[src/hdl/box_blur_5x5_q15_defines.svh]
// ---------------------------------------------------------------------------
// box_blur_5x5_q15 assertion macros
// Shared concurrent assertion forms; clk and rst_n come from the using module.
// ---------------------------------------------------------------------------
`ifndef BOX_BLUR_5X5_Q15_DEFINES_SVH
`define BOX_BLUR_5X5_Q15_DEFINES_SVH

// same-cycle implication
`define BBQ_ASSERT_SAME(lbl, ante, cons, msg) \
  lbl: assert property (@(posedge clk) disable iff (!rst_n) (ante) |-> (cons)) \
    else $error(msg);

// next-cycle implication
`define BBQ_ASSERT_NEXT(lbl, ante, cons, msg) \
  lbl: assert property (@(posedge clk) disable iff (!rst_n) (ante) |=> (cons)) \
    else $error(msg);

`endif

[src/hdl/bbq_pkg.sv]
// ---------------------------------------------------------------------------
// bbq_pkg
// Constants, types and helpers of the 5x5 Q1.15 box blur.
// ---------------------------------------------------------------------------
package bbq_pkg;

  localparam int MAX_WIDTH  = 2048;
  localparam int MAX_HEIGHT = 4096;
  localparam int ROWS_KEPT  = 5;
  localparam int TAPS       = 25;
  localparam int CENTER_TAP = 12;
  localparam int Q          = 15;

  localparam int COL_W  = $clog2(MAX_WIDTH);
  localparam int ROW_W  = $clog2(MAX_HEIGHT);
  localparam int SLOT_W = 3;
  localparam int LS_DEPTH = ROWS_KEPT * MAX_WIDTH;
  localparam int LS_AW    = $clog2(LS_DEPTH);
  localparam int SUM_W    = 23;
  localparam int CFG_W    = 13;

  localparam logic [10:0] W_EDGE   = 11'd1311;
  localparam logic [10:0] W_CENTER = 11'd1304;
  localparam logic [SUM_W:0] ROUND_ADD = (SUM_W+1)'(1 << (Q - 1));

  typedef enum logic [0:0] {
    REG_FRAME_WIDTH  = 1'b0,
    REG_FRAME_HEIGHT = 1'b1
  } reg_idx_t;

  typedef enum logic [2:0] {
    S_IDLE = 3'b001,
    S_READ = 3'b010,
    S_PUSH = 3'b100
  } state_t;

  // row slot of the line ring: v mod 5 via reciprocal, exact for 12-bit v
  function automatic logic [SLOT_W-1:0] mod5(input logic [ROW_W-1:0] v);
    logic [23:0] p;
    logic [9:0]  q5;
    logic [ROW_W-1:0] rem;
    p   = {12'd0, v} * 24'd3277;
    q5  = p[23:14];
    rem = v - ROW_W'({q5, 2'b00} + {2'b00, q5});
    return rem[SLOT_W-1:0];
  endfunction

endpackage

[src/hdl/bbq_cell.sv]
// ---------------------------------------------------------------------------
// bbq_cell
// One tap of the transposed weighted-sum chain.
// ---------------------------------------------------------------------------
module bbq_cell import bbq_pkg::*; (
  input  logic             clk,
  input  logic [7:0]       pix,
  input  logic             is_center,
  input  logic [SUM_W-1:0] sum_in,
  output logic [SUM_W-1:0] sum_out
);

  logic [SUM_W-1:0] sum_r, sum_nxt;
  logic [18:0]      prod;

  always_comb begin
    prod    = {11'd0, pix} * {8'd0, (is_center ? W_CENTER : W_EDGE)};
    sum_nxt = sum_in + SUM_W'(prod);
  end

  always_ff @(posedge clk) begin
    sum_r <= sum_nxt;
  end

  assign sum_out = sum_r;

endmodule

[src/hdl/bbq_chain.sv]
// ---------------------------------------------------------------------------
// bbq_chain
// 25 cells; the pixel is broadcast and partial sums march down the row.
// ---------------------------------------------------------------------------
module bbq_chain import bbq_pkg::*; (
  input  logic             clk,
  input  logic [7:0]       pix,
  output logic [SUM_W-1:0] sum
);

  logic [SUM_W-1:0] link [TAPS+1];

  assign link[0] = '0;

  for (genvar i = 0; i < TAPS; i++) begin : g_cell
    bbq_cell u_cell (
      .clk       (clk),
      .pix       (pix),
      .is_center (i == CENTER_TAP),
      .sum_in    (link[i]),
      .sum_out   (link[i+1])
    );
  end

  assign sum = link[TAPS];

endmodule

[config.mk]
export PLATFORM = sky130hd
export DESIGN_NAME = bbq_chain
export DESIGN_NICKNAME = d
export VERILOG_FILES = /design/src/hdl/box_blur_5x5_q15_defines.svh /design/src/hdl/bbq_pkg.sv /design/src/hdl/bbq_cell.sv /design/src/hdl/bbq_chain.sv
export SDC_FILE = /design/constraint.sdc
export NUM_CORES = 1
export LEC_CHECK = 0
export BUFFER_PORTS_ARGS = -buffer_cell sky130_fd_sc_hd__buf_4
export CORE_MARGIN = 1.5
export CORE_UTILIZATION = 45
export CTS_BUF_LIST = sky130_fd_sc_hd__clkbuf_4
export DETAILED_ROUTE_END_ITERATION = 10
export SLEW_MARGIN = 40
export SYNTH_ARGS = -nofsm -noshare
export SYNTH_HDL_FRONTEND = slang
export SYNTH_SLANG_ARGS = --single-unit
[constraint.sdc]
create_clock -name clk -period 11.55 [get_ports clk]
set_clock_uncertainty 0.05 [all_clocks]
set_input_delay 0.5775 -clock clk [delete_from_list [all_inputs] [get_ports clk]]
set_output_delay 0.5775 -clock clk [all_outputs]
set_load 0.02 [all_outputs]
==> results by group <==
Clock tree
  – CTS clock-pin slew for the worst setup and hold paths: 0.06 ns
  – Bufs on Longest Clock Path: 3
  – CTS tree: done
  – Worst-Skew Late Latency: 0.94 ns
  – H-tree depth: 4
  – Clock sink count: 565
  – CTS resizes: 0
  – Clock root cell: clkbuf_4
  – Number of buffers inserted during clock tree synthesis: 164
  – Setup Buffers After CTS: 0

Synth
  – Sequential share of the synthesized area: 0.312
  – Cell Area, Synth: 36300 um2
  – Cell with the most instances after synthesis: ha_1
  – Yosys warnings: 0
  – Syn avg cell area: 9.26 um2
  – Register bit total from synthesis: 565
  – Area share of the largest cell type after synthesis: 0.312
  – Post-synth EDFFs: 0
  – Top cells by area, synth: dfxtp_1, ha_1, xnor2_1, a21oi_1, a21o_1
  – Most common flop cell mapped by yosys: dfxtp_1
  – Synth unique cells: 84
  – Asr flop ratio synth: 0
  – Yosys top cell by area: dfxtp_1
  – Post-Synthesis Cells: 3918
  – Mapped Nets: 4555
  – Synth top cells by count: ha_1, dfxtp_1, a21oi_1

Drt
  – DRC Markers: 0
  – Vias per cell: 5.35
  – Wire per inst: 14.5 um
  – DRT iter0 DRCs: 1415
  – Drt pass-1 iters: 5
  – Vias: 28256
  – Final wirelength: 76400 um
  – Antenna-violating nets left: 0

Setup path
  – R2R Path End: g_cell[8].u_cell.sum_out[22]$_DFF_P_
  – FF-to-FF path depth: 10
  – Top cell by count, worst path: o21ai_0
  – Worst-path fanout max: 51
  – Slowest cell on the critical path: buf_4
  – Worst EP arrival: 7.79 ns
  – R2R setup slack: 8.45 ns
  – CP Launch Type: primary input
  – CP startpoint: pix[0]
  – RR Startpoint: g_cell[7].u_cell.sum_out[0]$_DFF_P_
  – Kind of critical path: primary input to flip-flop
  – Critical Path RT: 12.28 ns
  – Max incr delay on CP: 0.58 ns
  – CP Capture Type: flip-flop

Min path
  – Hold depth: 0
  – Hold Path Origin: g_cell[11].u_cell.sum_out[1]$_DFF_P_
  – Worst hold endpoint: g_cell[12].u_cell.sum_out[1]$_DFF_P_
  – Hold crit path type: flip-flop to flip-flop

Die
  – Initial Util: 0.457
  – Std-Cell Core Area: 79400 um2
  – Die area: 82300 um2
  – # IOs: 32
  – Die Width: 287 um
  – Die H: 287 um
  – Row Count: 103

Cells and area
  – Area delta synth->final: 10.7%
  – Max reg flops: 565
  – Post-layout util: 0.506
  – Final net count: 4752
  – Layout cells sized above 1: 0.0832
  – Post-route cell area: 40100 um2

Placed design
  – Placer's final routability congestion estimate: 0.849
  – # port buffers: 31
  – Hpwl dp: 55700 um
  – Placed inst area: 38100 um2

GRT
  – Largest net degree at the start of global routing: 52
  – Vias in the first global route: 26939
  – Initial antenna violation count: 2
  – First-pass GRT wire length: 129000 um
  – Overflow after GRT: 0
  – Total global-route track usage: 0.187

STA
  – RSZ-0062 raised after global routing: no
  – Final Max Slew Viols: 0
  – Setup TNS: 0 ns
  – Rel. slew slack: 0.485
  – Max frequency: 142 MHz
  – Final period utilization: 0.611
  – Worst-margin pin slew: 0.772 ns
  – Final setup fails: 0
  – Hold Vio Cnt, Final: 0
  – Minimum clock period after layout: 7.06 ns

Flow run
  – Max cap viols: 0

Outcome
  – Status: finished, final reports clean
[layout make-up]
class | count | area (um2)
clock inverter | 47 | 310
antenna | 4 | 10.0
timing repair buffer | 51 | 385
fill | 7701 | 39200
inverter | 177 | 664
tap | 1050 | 1310
sequential | 565 | 11300
multi-input combinational | 3156 | 24400
clock buffer | 235 | 1760
[routing by layer]
metal | vias up | wire, um | global-route usage
met2 | 511 | 34200 | 0.296
met1 | 12911 | 37400 | 0.256
met3 | 97 | 3750 | 0.0379
met5 | - | 0 | 0
li1 | 14737 | - | -
met4 | 0 | 999 | 0.0584
[worst max-delay path by stage]
stage | end | slack, ns | cells after the start
after floorplan | g_cell[7].u_cell.sum_out[21]$_DFF_P_ | 3.60 | 24
after global placement | g_cell[7].u_cell.sum_out[21]$_DFF_P_ | 4.11 | 27
after detailed placement | g_cell[21].u_cell.sum_out[22]$_DFF_P_ | 4.02 | 26
after CTS | g_cell[7].u_cell.sum_out[21]$_DFF_P_ | 4.55 | 28
after global routing | g_cell[7].u_cell.sum_out[21]$_DFF_P_ | 4.00 | 28
final | g_cell[7].u_cell.sum_out[21]$_DFF_P_ | 4.49 | 28
[critical path, delay by kind of cell]
family	cells	cell delay, ns
XOR/XNOR	2	0.28
AND/OR/NAND/NOR	6	0.76
buffers and inverters	6	2.01
adder cells (fa/ha/maj)	6	2.28
AO/OA/AOI/OAI	8	1.85
[logic make-up after synthesis]
family                     synth area share
xor gates and xnor gates              0.114
DFF                                   0.312
AOI/OAI and AO/OA                     0.219
adders and majority gates             0.227
muxes                              0.000310
buffers and inverters                0.0206
and+or+nand+nor                       0.108
[cell usage in the layout, fill, tap and decap left out, types with 45 or more instances in the layout]
master | netlist | routed
ha_1 | 579 | 578
dfxtp_1 | 565 | 565
a21oi_1 | 399 | 399
xnor2_1 | 322 | 313
clkbuf_4 | 0 | 235
nor2_1 | 224 | 224
nand2_1 | 215 | 215
a21o_1 | 209 | 209
o21ai_0 | 209 | 209
inv_1 | 177 | 177
xor2_1 | 149 | 144
nand3_1 | 85 | 85
o21bai_1 | 83 | 83
o21a_1 | 65 | 65
a31oi_1 | 54 | 54
buf_4 | 0 | 50
fa_1 | 49 | 49
nor2b_1 | 46 | 46
nand4_1 | 45 | 45
[through the flow]
stage	hold WS (ns)	std cells	setup WS, ns
2_1_floorplan	0.260	3918	3.60
3_3_place_gp	0.335	4998	4.11
3_5_place_dp	0.335	4998	4.02
4_1_cts	0.245	5281	4.55
5_1_grt	0.307	5285	4.00
6_report	0.342	5285	4.49
[timing repair]
action | in CTS | in global routing
endpoints found under the hold margin | 1 | 0
setup endpoints to repair | 0 | 0
hold buffers | 1 | 0
Power is not shown: default switching activity piles up to over one toggle a cycle in this logic, so the estimate is an artifact.
